<file path="config.mk">
export PLATFORM = sky130hd
export DESIGN_NAME = least_load_server_selector
export DESIGN_NICKNAME = d
export VERILOG_FILES = /design/src/design/llss_pkg.sv /design/src/design/llss_ctrl.sv /design/src/design/llss_dpath.sv /design/src/design/least_load_server_selector.sv
export SDC_FILE = /design/constraint.sdc
export NUM_CORES = 2
export LEC_CHECK = 0
export ABC_AREA = 0
export BUFFER_PORTS_ARGS = -buffer_cell sky130_fd_sc_hd__buf_2
export CORE_UTILIZATION = 65
export CTS_BUF_LIST = sky130_fd_sc_hd__clkbuf_8 sky130_fd_sc_hd__clkbuf_16
export DETAILED_ROUTE_END_ITERATION = 10
export PLACE_DENSITY = 0.82
export SKIP_LAST_GASP = 1
export SLEW_MARGIN = 20
export SYNTH_ARGS = -nofsm -noshare
export SYNTH_HDL_FRONTEND = slang
export SYNTH_HIERARCHICAL = 1
export SYNTH_SLANG_ARGS = --single-unit
</file>
<file path="constraint.sdc">
create_clock -name clk -period 18.4 [get_ports clk]
set_clock_uncertainty 0.15 [all_clocks]
set_input_delay 0.92 -clock clk [delete_from_list [all_inputs] [get_ports clk]]
set_output_delay 0.92 -clock clk [all_outputs]
set_load 0.01 [all_outputs]
</file>
<file path="src/design/llss_pkg.sv">
package llss_pkg;

  localparam int ENTRIES = 16;
  localparam int IDX_W = $clog2(ENTRIES);
  localparam int CNT_W = $clog2(ENTRIES + 1);
  localparam int RATE_SCALE = 100;
  localparam logic [4:0] LIVE_MAX = 5'd31;

  typedef enum logic [2:0] {
    ST_FREE   = 3'd0,
    ST_INIT   = 3'd1,
    ST_USE    = 3'd2,
    ST_ERROR  = 3'd3,
    ST_NOTICE = 3'd4,
    ST_END    = 3'd5
  } status_code_t;

  typedef enum logic [1:0] {
    OP_PICK = 2'd0,
    OP_ADD  = 2'd1,
    OP_SET  = 2'd2,
    OP_NOP  = 2'd3
  } op_code_t;

  typedef enum logic [1:0] {
    ERR_OK      = 2'd0,
    ERR_NO_SRV  = 2'd1,
    ERR_FULL    = 2'd2
  } err_code_t;

  typedef enum logic [3:0] {
    S_IDLE,
    S_PICK_RD,
    S_PICK_DIV,
    S_PICK_CMP,
    S_PICK_UPD,
    S_MATCH_RD,
    S_MATCH_CHK,
    S_FREE_RD,
    S_FREE_CHK,
    S_APPLY,
    S_CNT_RD,
    S_CNT_CHK,
    S_DONE
  } state_t;

  // controller -> datapath
  typedef struct packed {
    logic load;       // capture input item
    logic scan_clr;   // reset scan index and scan flags
    logic scan_inc;   // advance scan index
    logic pick_eval;  // evaluate pick candidate at scan index
    logic div_start;  // launch rate division
    logic div_step;   // one restoring-division step
    logic pick_cmp;   // compare rate against best
    logic pick_upd;   // bump best slot's count
    logic match_eval; // evaluate match at scan index
    logic refresh;    // refresh matched slot
    logic free_eval;  // evaluate free slot at scan index
    logic claim;      // claim found free slot
    logic apply_set;  // apply status change (set op / promotion / claim)
    logic cnt_clr;    // clear live counter accumulator
    logic cnt_eval;   // accumulate one slot into live count
    logic cnt_commit; // store live count
    logic out_fire;   // drive result strobe
  } ctl_t;

  // datapath -> controller
  typedef struct packed {
    logic scan_last;   // scan index at final slot
    logic cur_end;     // slot at scan index is end marker
    logic pick_zero;   // candidate is live with zero use
    logic pick_cand;   // candidate is live and not full
    logic div_done;    // division finished
    logic have;        // pick has a best slot
    logic best_init;   // best slot is in init
    logic match_hit;   // live match found
    logic match_stop;  // match search gave up or hit non-live match
    logic free_hit;    // free slot found at scan index
    logic change_ok;   // pending status change takes effect
  } sts_t;

endpackage

</file>
<file path="src/design/llss_ctrl.sv">
module llss_ctrl
  import llss_pkg::*;
(
  input  logic   clk,
  input  logic   rst_n,
  input  logic   start,
  input  logic [1:0] in_op,
  input  sts_t   sts,
  output ctl_t   ctl,
  output logic   busy
);

  state_t state_r, state_nxt;

  // state register
  always_ff @(posedge clk) begin
    if (!rst_n) begin
      state_r <= S_IDLE;
    end else begin
      state_r <= state_nxt;
    end
  end

  // next state and commands
  always_comb begin
    state_nxt = state_r;
    ctl = '0;
    busy = (state_r != S_IDLE);
    case (state_r)
      S_IDLE: begin
        if (start) begin
          ctl.load = 1'b1;
          ctl.scan_clr = 1'b1;
          case (op_code_t'(in_op))
            OP_PICK: state_nxt = S_PICK_RD;
            OP_ADD:  state_nxt = S_MATCH_RD;
            OP_SET:  state_nxt = S_APPLY;
            default: state_nxt = S_DONE;
          endcase
        end
      end
      S_PICK_RD: begin
        if (sts.cur_end) begin
          state_nxt = S_PICK_UPD;
        end else if (sts.pick_zero) begin
          ctl.pick_eval = 1'b1;
          state_nxt = S_PICK_UPD;
        end else if (sts.pick_cand) begin
          ctl.div_start = 1'b1;
          state_nxt = S_PICK_DIV;
        end else if (sts.scan_last) begin
          state_nxt = S_PICK_UPD;
        end else begin
          ctl.scan_inc = 1'b1;
        end
      end
      S_PICK_DIV: begin
        ctl.div_step = 1'b1;
        if (sts.div_done) begin
          ctl.div_step = 1'b0;
          state_nxt = S_PICK_CMP;
        end
      end
      S_PICK_CMP: begin
        ctl.pick_cmp = 1'b1;
        if (sts.scan_last) begin
          state_nxt = S_PICK_UPD;
        end else begin
          ctl.scan_inc = 1'b1;
          state_nxt = S_PICK_RD;
        end
      end
      S_PICK_UPD: begin
        ctl.pick_upd = 1'b1;
        if (sts.have && sts.best_init) begin
          state_nxt = S_APPLY;
        end else begin
          state_nxt = S_DONE;
        end
      end
      S_MATCH_RD: begin
        ctl.match_eval = 1'b1;
        state_nxt = S_MATCH_CHK;
      end
      S_MATCH_CHK: begin
        if (sts.match_hit) begin
          ctl.refresh = 1'b1;
          state_nxt = S_DONE;
        end else if (sts.match_stop || sts.scan_last) begin
          ctl.scan_clr = 1'b1;
          state_nxt = S_FREE_RD;
        end else begin
          ctl.scan_inc = 1'b1;
          state_nxt = S_MATCH_RD;
        end
      end
      S_FREE_RD: begin
        ctl.free_eval = 1'b1;
        state_nxt = S_FREE_CHK;
      end
      S_FREE_CHK: begin
        if (sts.free_hit) begin
          ctl.claim = 1'b1;
          state_nxt = S_APPLY;
        end else if (sts.cur_end || sts.scan_last) begin
          state_nxt = S_DONE;
        end else begin
          ctl.scan_inc = 1'b1;
          state_nxt = S_FREE_RD;
        end
      end
      S_APPLY: begin
        if (sts.change_ok) begin
          ctl.apply_set = 1'b1;
          ctl.cnt_clr = 1'b1;
          state_nxt = S_CNT_RD;
        end else begin
          state_nxt = S_DONE;
        end
      end
      S_CNT_RD: begin
        if (sts.cur_end) begin
          ctl.cnt_commit = 1'b1;
          state_nxt = S_DONE;
        end else begin
          ctl.cnt_eval = 1'b1;
          state_nxt = S_CNT_CHK;
        end
      end
      S_CNT_CHK: begin
        if (sts.scan_last) begin
          ctl.cnt_commit = 1'b1;
          state_nxt = S_DONE;
        end else begin
          ctl.scan_inc = 1'b1;
          state_nxt = S_CNT_RD;
        end
      end
      S_DONE: begin
        ctl.out_fire = 1'b1;
        state_nxt = S_IDLE;
      end
      default: state_nxt = S_IDLE;
    endcase
  end

endmodule

</file>
<file path="src/design/llss_dpath.sv">
module llss_dpath
  import llss_pkg::*;
(
  input  logic        clk,
  input  logic        rst_n,
  input  ctl_t        ctl,
  input  logic [1:0]  in_op,
  input  logic [31:0] in_host_key,
  input  logic [15:0] in_port_number,
  input  logic [15:0] in_conn_limit,
  input  logic [3:0]  in_entry_index,
  input  logic [2:0]  in_new_status,
  output sts_t        sts,
  output logic        out_strobe,
  output logic        out_found,
  output logic [3:0]  out_chosen_index,
  output logic [1:0]  out_error_code,
  output logic [4:0]  out_live_count,
  output logic        out_disconnect_request
);

  // table (small, read at one scan index plus fixed-place updates)
  logic [2:0]  status_r [ENTRIES];
  logic [31:0] host_r   [ENTRIES];
  logic [15:0] port_r   [ENTRIES];
  logic [15:0] limit_r  [ENTRIES];
  logic [15:0] use_r    [ENTRIES];
  logic [4:0]  live_r;

  // captured item
  logic [1:0]  op_r;
  logic [31:0] host_in_r;
  logic [15:0] port_in_r, limit_in_r;
  logic [3:0]  idx_in_r;
  logic [2:0]  nstat_r;

  // scan state
  logic [IDX_W-1:0] scan_r;
  logic [IDX_W-1:0] best_r;
  logic             have_r;
  logic [6:0]       min_rate_r;
  logic [4:0]       match_cnt_r;
  logic             match_stop_r, match_hit_r, free_hit_r;
  logic [4:0]       cnt_r;
  logic             disc_r;

  // division: use*100 / limit, restoring, one bit per cycle
  logic [22:0] dividend_r;
  logic [15:0] rem_r;
  logic [4:0]  div_cnt_r;
  logic [6:0]  quot_r;
  logic [15:0] divisor_r;

  // slot at scan index
  logic [2:0]  cur_stat;
  logic [15:0] cur_use, cur_lim;
  logic        cur_live;
  assign cur_stat = status_r[scan_r];
  assign cur_use  = use_r[scan_r];
  assign cur_lim  = limit_r[scan_r];
  assign cur_live = (cur_stat == ST_INIT) || (cur_stat == ST_USE);

  // pending status change target
  logic [IDX_W-1:0] tgt_idx;
  logic [2:0]       tgt_stat;
  logic             tgt_valid;
  always_comb begin
    case (op_code_t'(op_r))
      OP_PICK: begin
        tgt_idx = best_r;
        tgt_stat = ST_USE;
        tgt_valid = 1'b1;
      end
      OP_ADD: begin
        tgt_idx = scan_r;
        tgt_stat = ST_INIT;
        tgt_valid = 1'b1;
      end
      default: begin
        tgt_idx = idx_in_r[IDX_W-1:0];
        tgt_stat = nstat_r;
        tgt_valid = ({28'd0, idx_in_r} < 32'(ENTRIES)) && (nstat_r <= ST_END);
      end
    endcase
  end

  logic [2:0] tgt_old;
  assign tgt_old = status_r[tgt_idx];

  // status
  logic [16:0] rem_sh;
  assign rem_sh = {rem_r, dividend_r[22]};

  assign sts.scan_last  = (scan_r == IDX_W'(ENTRIES - 1));
  assign sts.cur_end    = (cur_stat == ST_END);
  assign sts.pick_zero  = cur_live && (cur_lim > cur_use) && (cur_use == 16'd0);
  assign sts.pick_cand  = cur_live && (cur_lim > cur_use);
  assign sts.div_done   = (div_cnt_r == 5'd0);
  assign sts.have       = have_r;
  assign sts.best_init  = (status_r[best_r] == ST_INIT);
  assign sts.match_hit  = match_hit_r;
  assign sts.match_stop = match_stop_r;
  assign sts.free_hit   = free_hit_r;
  assign sts.change_ok  = tgt_valid && (tgt_old != tgt_stat)
                          && !(tgt_old == ST_ERROR && tgt_stat == ST_NOTICE);

  logic [4:0] cnt_inc;
  assign cnt_inc = (cur_live && cnt_r != LIVE_MAX) ? cnt_r + 5'd1 : cnt_r;

  // item capture, scan and division
  always_ff @(posedge clk) begin
    if (ctl.load) begin
      op_r <= in_op;
      host_in_r <= in_host_key;
      port_in_r <= in_port_number;
      limit_in_r <= in_conn_limit;
      idx_in_r <= in_entry_index;
      nstat_r <= in_new_status;
      have_r <= 1'b0;
      best_r <= '0;
      min_rate_r <= 7'(RATE_SCALE);
      match_cnt_r <= '0;
      disc_r <= 1'b0;
    end
    if (ctl.scan_clr) begin
      scan_r <= '0;
    end else if (ctl.scan_inc) begin
      scan_r <= scan_r + 1'b1;
    end
    if (ctl.pick_eval) begin
      have_r <= 1'b1;
      best_r <= scan_r;
    end
    if (ctl.div_start) begin
      dividend_r <= 23'(cur_use) * 23'd100;
      divisor_r <= cur_lim;
      rem_r <= '0;
      quot_r <= '0;
      div_cnt_r <= 5'd23;
    end else if (ctl.div_step) begin
      if (rem_sh >= {1'b0, divisor_r}) begin
        rem_r <= 16'(rem_sh - {1'b0, divisor_r});
        quot_r <= {quot_r[5:0], 1'b1};
      end else begin
        rem_r <= rem_sh[15:0];
        quot_r <= {quot_r[5:0], 1'b0};
      end
      dividend_r <= {dividend_r[21:0], 1'b0};
      div_cnt_r <= div_cnt_r - 5'd1;
    end
    if (ctl.pick_cmp && quot_r < min_rate_r) begin
      min_rate_r <= quot_r;
      best_r <= scan_r;
      have_r <= 1'b1;
    end
    // matched or claimed slot, kept past the recount
    if (ctl.refresh || ctl.claim) begin
      best_r <= scan_r;
    end
    // match search: one slot per pass
    if (ctl.load || ctl.scan_clr) begin
      match_hit_r <= 1'b0;
      match_stop_r <= 1'b0;
      free_hit_r <= 1'b0;
    end else if (ctl.match_eval) begin
      if (port_r[scan_r] != 16'd0) begin
        if (host_r[scan_r] == host_in_r && port_r[scan_r] == port_in_r) begin
          match_hit_r <= cur_live;
          match_stop_r <= 1'b1;
        end else if (cur_live) begin
          match_cnt_r <= match_cnt_r + 5'd1;
          match_stop_r <= (match_cnt_r + 5'd1 > live_r);
        end
      end
    end else if (ctl.free_eval) begin
      free_hit_r <= !sts.cur_end && (cur_stat == ST_FREE || cur_stat == ST_ERROR);
    end
    if (ctl.apply_set) begin
      disc_r <= (tgt_stat == ST_NOTICE);
      scan_r <= '0;
    end
    if (ctl.cnt_clr) begin
      cnt_r <= '0;
    end else if (ctl.cnt_eval) begin
      cnt_r <= cnt_inc;
    end
  end

  // table updates
  always_ff @(posedge clk) begin
    if (!rst_n) begin
      for (int i = 0; i < ENTRIES; i++) begin
        status_r[i] <= ST_FREE;
        host_r[i] <= '0;
        port_r[i] <= '0;
        limit_r[i] <= '0;
        use_r[i] <= '0;
      end
      live_r <= '0;
    end else begin
      if (ctl.pick_upd && have_r) begin
        use_r[best_r] <= use_r[best_r] + 16'd1;
      end
      if (ctl.refresh) begin
        limit_r[scan_r] <= limit_in_r;
        use_r[scan_r] <= '0;
      end
      if (ctl.claim) begin
        host_r[scan_r] <= host_in_r;
        port_r[scan_r] <= port_in_r;
        limit_r[scan_r] <= limit_in_r;
        use_r[scan_r] <= '0;
      end
      if (ctl.apply_set) begin
        status_r[tgt_idx] <= tgt_stat;
      end
      if (ctl.cnt_commit) begin
        live_r <= ctl.cnt_eval ? cnt_inc : cnt_r;
      end
    end
  end

  // result register
  logic found_w;
  always_comb begin
    case (op_code_t'(op_r))
      OP_PICK: found_w = have_r;
      OP_ADD:  found_w = match_hit_r || free_hit_r;
      default: found_w = 1'b0;
    endcase
  end

  always_ff @(posedge clk) begin
    if (!rst_n) begin
      out_strobe <= 1'b0;
    end else begin
      out_strobe <= ctl.out_fire;
    end
    if (ctl.out_fire) begin
      out_found <= found_w;
      out_chosen_index <= found_w ? 4'(best_r) : 4'd0;
      out_error_code <= (op_r == OP_PICK && !have_r) ? ERR_NO_SRV :
                        (op_r == OP_ADD && !found_w) ? ERR_FULL : ERR_OK;
      out_live_count <= live_r;
      out_disconnect_request <= (op_r == OP_SET) && disc_r;
    end
  end

endmodule

</file>
<file path="src/design/least_load_server_selector.sv">
// Least-load server selector.
// Command channel: drive the in_* fields with start high while busy is low;
// the item is taken at that clock edge and busy rises on the next cycle.
// Ops: pick (least loaded live server), add/refresh, set status, no-op.
// Result channel: one result per item, shown for exactly one cycle with
// out_strobe high; the receiver must take it then, it cannot stall.
// Flow after the transfer edge: a no-op goes straight to the result. A set-status
// item checks the change and, when it takes effect, runs the live recount over
// the table. A pick skips each slot that is no candidate and runs each loaded
// candidate through the 23-step bit-serial divider plus read and compare, then
// bumps the best slot's use count, plus the recount when an init server is
// promoted. An add walks the table twice, plus the recount when it claims
// a slot. busy stays high until the strobe cycle, so items are handled one
// at a time.
// Reset (rst_n low, synchronous): all slots free with zero fields, live
// count zero, controller idle, no strobe.
module least_load_server_selector
  import llss_pkg::*;
(
  input  logic        clk,
  input  logic        rst_n,
  input  logic        start,
  output logic        busy,
  input  logic [1:0]  in_op,
  input  logic [31:0] in_host_key,
  input  logic [15:0] in_port_number,
  input  logic [15:0] in_conn_limit,
  input  logic [3:0]  in_entry_index,
  input  logic [2:0]  in_new_status,
  output logic        out_strobe,
  output logic        out_found,
  output logic [3:0]  out_chosen_index,
  output logic [1:0]  out_error_code,
  output logic [4:0]  out_live_count,
  output logic        out_disconnect_request
);

  ctl_t ctl;
  sts_t sts;

  llss_ctrl u_ctrl (
    .clk   (clk),
    .rst_n (rst_n),
    .start (start),
    .in_op (in_op),
    .sts   (sts),
    .ctl   (ctl),
    .busy  (busy)
  );

  llss_dpath u_dpath (
    .clk                    (clk),
    .rst_n                  (rst_n),
    .ctl                    (ctl),
    .in_op                  (in_op),
    .in_host_key            (in_host_key),
    .in_port_number         (in_port_number),
    .in_conn_limit          (in_conn_limit),
    .in_entry_index         (in_entry_index),
    .in_new_status          (in_new_status),
    .sts                    (sts),
    .out_strobe             (out_strobe),
    .out_found              (out_found),
    .out_chosen_index       (out_chosen_index),
    .out_error_code         (out_error_code),
    .out_live_count         (out_live_count),
    .out_disconnect_request (out_disconnect_request)
  );

  // a transfer in leads to busy next cycle
  a_accept_busy: assert property (@(posedge clk) disable iff (!rst_n)
    (start && !busy) |=> busy)
    else $error("busy not raised after transfer");

  // strobe only at end of work
  a_strobe_end: assert property (@(posedge clk) disable iff (!rst_n)
    out_strobe |-> $past(busy))
    else $error("strobe without work");

  // a found result never reports an error
  a_found_ok: assert property (@(posedge clk) disable iff (!rst_n)
    (out_strobe && out_found) |-> (out_error_code == ERR_OK))
    else $error("found with error code");

endmodule
</file>
Yosys cells after proc, flatten, opt, wreduce, memory -nomap -nowiden
Memories as Yosys holds them, arrays and structs flattened. A register that Yosys moved wholly into a read port is not among the register bits.
Cells that the tools add are included.

word-level totals
  register bits = 191
  memory bits (writable) = 1328
  output and inout port bits = 15
  logic and storage cells = 256
  memories kept = 5

operators by class
  add/sub/neg operators = 6
  multiply operators = 1
  $lt $le $gt $ge = 5
  equality and inequality tests = 31
  muxes and demuxes = 124
  bitwise gates (word level) = 3
  reductions and logical operators = 52

memories
  name              words  width  read ports  clocked after memory_dff  write ports  line              RTL
  u_dpath.host_r    16     32     1           1                         16           llss_dpath.sv:24  logic [31:0] host_r [ENTRIES];
  u_dpath.limit_r   16     16     1           1                         16           llss_dpath.sv:26  logic [15:0] limit_r [ENTRIES];
  u_dpath.port_r    16     16     1           1                         16           llss_dpath.sv:25  logic [15:0] port_r [ENTRIES];
  u_dpath.use_r     16     16     2           2                         16           llss_dpath.sv:27  logic [15:0] use_r [ENTRIES];
  u_dpath.status_r  16     3      3           2                         16           llss_dpath.sv:23  logic [2:0] status_r [ENTRIES];

operator list
  cell                     number
  $mux W4                  31
  $mux W16                 7
  $reduce_or A16 Y1        4
  $mux W1                  51
  $pmux W4 S12             1
  $mux W23                 2
  $mux W5                  8
  $eq A32 B32 Y1           1
  $mux W32                 1
  $reduce_or A32 Y1        1
  $eq A4 B4 Y1 const B     6
  $mul A16 B5 Y21 const B  1
  $mux W3                  7
  $ge A17 B16 Y1           1
  $add A16 B1 Y16 const B  1
  $eq A16 B16 Y1           1
  $eq A4 B3 Y1 const B     4
  $gt A16 B16 Y1           1
  $logic_not A16 Y1        1
  $reduce_bool A16 Y1      1
  $sub A16 B16 Y16         1
  $logic_and A1 B1 Y1      14
  $mux W2                  7
  $mux W7                  2
  other kinds (36)         67

Logic depth before layout (Yosys ltp)
An unclocked memory read counts as a cell.

  depth after elaboration = 14
  depth in mapped cells = 29
  gate-level depth less buffers = 19

By module
The synthesis kept the hierarchy.

by module, submodules not included
  module      times used  cells each  area each (µm²)  seq. area each (µm²)
  llss_dpath  1           5618        74365.1          42570.8
  llss_ctrl   1           98          625.6            80.1

Worst setup path before layout
No wires, ideal clock.

  path kind = flip-flop to flip-flop
  start point = register (tool-made name)
  end point = register u_dpath.dividend_r[10], enable pin
  library setup time = 0.376 ns
  arrival = 7.031 ns
  required time = 17.874 ns
  slack = 10.844 ns
  cell stages (with the launch flop) = 27
  path buffers = 10
  period minus slack after synthesis = 7.556 ns
  path through = dfxtp_1 buf_6 buf_4 buf_4 buf_4 buf_4 buf_4 buf_1 buf_2 mux4_2 mux4_2 ha_1 nor2b_1 o21a_1 o21a_1 o21ai_0 a21oi_1 o31ai_1 a21boi_0 o21ai_0 a221oi_1 and2_1 nor4b_2 clkbuf_1 clkbuf_1 nor2_1 inv_1

RTL lines
  what                  line               RTL
  end signal, assigned  llss_dpath.sv:135  dividend_r <= 23'(cur_use) * 23'd100;
  end signal, assigned  llss_dpath.sv:148  dividend_r <= {dividend_r[21:0], 1'b0};
  end, declared         llss_dpath.sv:48   logic [22:0] dividend_r;

==> impl_metrics.json <==
{
  "status": "complete, no violations",
  "ys_seq_area_frac": 0.569,
  "setup_viol": 0,
  "post-dp-hpwl_um": 116000,
  "hold_viol_final": 0,
  "grt_pass1_wl_um": 312000,
  "hp-class": "in2reg",
  "layout_setup_ws_ps": 9630,
  "cap_violations": 0,
  "nNetsFinal": 5761,
  "io_pins": 91,
  "synthSimpleGateAreaFrac": 0.153,
  "worstSkewPairLatency_ps": 790,
  "worstPathMaxFanout": 83,
  "synth-async-reset-ratio": 0,
  "portBuffers": 90,
  "track_usage": 0.362,
  "crit_required_ps": 18650,
  "vias_per_cell": 6.93,
  "antenna_found_initial": 3,
  "syn_area_um2": 75000,
  "fin_crit_ps": 8770,
  "totalWireLength_um": 211000,
  "core-area_um2": 114000,
  "dp_slack_ps": 9690,
  "avgRoutedWirePerCell_um": 29.2,
  "max_slew_margin": 0.136,
  "grt_max_degree": 96,
  "drv_slew": 0,
  "mostFrequentLayoutCells": "edfxtp_1 (1207), and2_1 (735), nor2_1 (502), mux4_2 (404), dfxtp_1 (314)",
  "worstSetupPathType": "reg2reg",
  "ctsLongestPathBuffers": 3,
  "die_h_um": 342,
  "worstSetupStartpointType": "register",
  "leakage_uw": 0.0304,
  "p_per_area_nw_per_um2": 114,
  "gp_congestion": 0.939,
  "tns_ps": 0,
  "synth_compound_area_frac": 0.0459,
  "max_freq_ghz": 0.114,
  "firstDrtPassIters": 8,
  "total_power_uw": 9280,
  "synth_nets": 5916,
  "drive_above_1_share": 0.176,
  "cts_tree": "done",
  "synth_edf_count": 1207,
  "h-tree-depth": 4,
  "clkTransAtPathRegs_ps": 60,
  "vias": 49962,
  "synthCells": 5716,
  "synth_top_family_by_area": "multiplexers",
  "peakVddDrop_mv": 0.102,
  "muxShareOfSynthArea": 0.156,
  "synth.avg_cell_area_um2": 13.1,
  "period_share": 0.477,
  "yosys.area_share.xor_xnor": 0.0175,
  "dr.first_iter.drc_count": 7037,
  "endpoint_kind": "register",
  "worst_ep_arrival_time_ps": 9020,
  "ctsRootBufferMaster": "clkbuf_16",
  "utilization": 0.712,
  "initial_utilization": 0.656,
  "antenna_left": 0,
  "placementRows": 124,
  "first_global_vias": 49567,
  "post_synth_num_cell_types": 92,
  "grt_remaining_overflow": 0,
  "holdWs_ps": 159,
  "die_area_um2": 117000,
  "synth_adder_area_share": 0.0219,
  "synth_warnings": 6,
  "area_growth_pct": 8.63,
  "mostFrequentLayoutCell": "edfxtp_1",
  "holdBufCountCts": 0,
  "ys_ff_latch": 1527,
  "chipWidth_um": 342,
  "drc": 0,
  "cts_buffers": 157,
  "post-cts-setup-buffer-count": 0,
  "worst_pin_slew_ps": 1290,
  "rsz0062_at_grt": "false",
  "ctsResizeCount": 0,
  "cts_sinks": 1527,
  "synth_ff_type": "edfxtp_1"
}
==> layer usage <==
metal / vias up / global-route usage / part of all wire / wire length, µm
li1: 20903 / - / - / -
met1: 24384 / 0.448 / 0.33 / 70400
met2: 3779 / 0.582 / 0.48 / 100000
met3: 892 / 0.0899 / 0.12 / 26100
met4: 4 / 0.213 / 0.066 / 13900
met5: - / 0 / 0.00013 / 28
==> worst max-delay path, stage by stage, from the launching register on <==
cell and delay, ps:
dfxtp_4 620, buf_4 850, buf_12 600, buf_4 860
mux4_2 590, mux4_2 630, ha_1 250, nor2b_1 110
o21a_1 120, o21a_1 110, o21ai_0 90, a21oi_1 190
o31ai_1 80, a21boi_0 170, o21ai_0 110, a221oi_1 830
nor4b_4 350, buf_4 680, nor2_1 140, inv_1 680
==> registers in the layout, indices dropped and copies added, names as in the netlist, 21 cells and up, named ones only <==
register            flops
u_dpath/dividend_r     21
u_dpath/status_r       48
u_dpath/use_r         256
u_dpath/limit_r       256
u_dpath/port_r        256
u_dpath/host_in_r      32
u_dpath/host_r        512
==> path summary, 6_finish.rpt <==
kind	endpoint	slack (ps)	from	cells after the start
worst max-delay path	u_dpath/dividend_r[21]	9630	register	19
worst min-delay path	u_dpath/host_in_r[27]	160	in_host_key[27]	1
worst max register to register	u_dpath/dividend_r[21]	9630	register	19
worst min register to register	u_dpath/rem_r[15]	300	u_dpath/rem_r[15]	2
==> metrics by stage <==
step	instances	area (µm²)
after floorplan	5716	75000
after global placement	6913	76200
after detailed placement	6913	76200
after CTS	7206	81400
after global routing	7207	81500
final	7208	81500
==> power by group <==
group          switching (µW)  leakage [µW]  internal [µW]
sequential                305        0.0149           3950
clock                    1360       0.00272           1830
combinational            1090        0.0128            753
total                    2750        0.0304           6530
==> synthesized netlist by cell type (30+ instances only) <==
library cell	n	area [µm²]
nand3_1	85	425
mux4_2	404	9100
edfxtp_1	1207	36200
nand2b_1	31	194
and2_1	737	4610
xnor2_1	75	657
ha_1	112	1400
buf_1	38	143
buf_6	30	338
nor2_1	529	1990
a31oi_1	175	1090
clkbuf_1	367	1380
a21oi_1	99	495
mux2_2	45	507
xor2_1	52	455
o21ai_0	103	515
nor2b_1	33	206
nand2_1	208	781
inv_1	110	413
nand4_1	64	400
mux2i_1	133	1330
dfxtp_1	320	6410
buf_2	48	240
nor3_1	143	716
and3_1	228	1430
==> kinds of logic (layout without fill, tap and decap cells) <==
logic type      after synthesis  in the layout
other cells                   0              1
mux                         611            611
buf+inv                     631            610
fa+ha+maj                   124            124
xor+xnor                    136            136
simple gates               2146           2146
flops                      1527           1527
compound gates              541            541
==> final cells by class <==
class	count	area, µm²
antenna	1	2.50
tap	1512	1890
multi-input combinational	3558	29900
sequential	1527	42700
fill	7190	32900
inverter	115	434
clock inverter	118	952
timing repair buffer	202	1320
clock buffer	175	4240
Power figures use the tool's default switching activity.
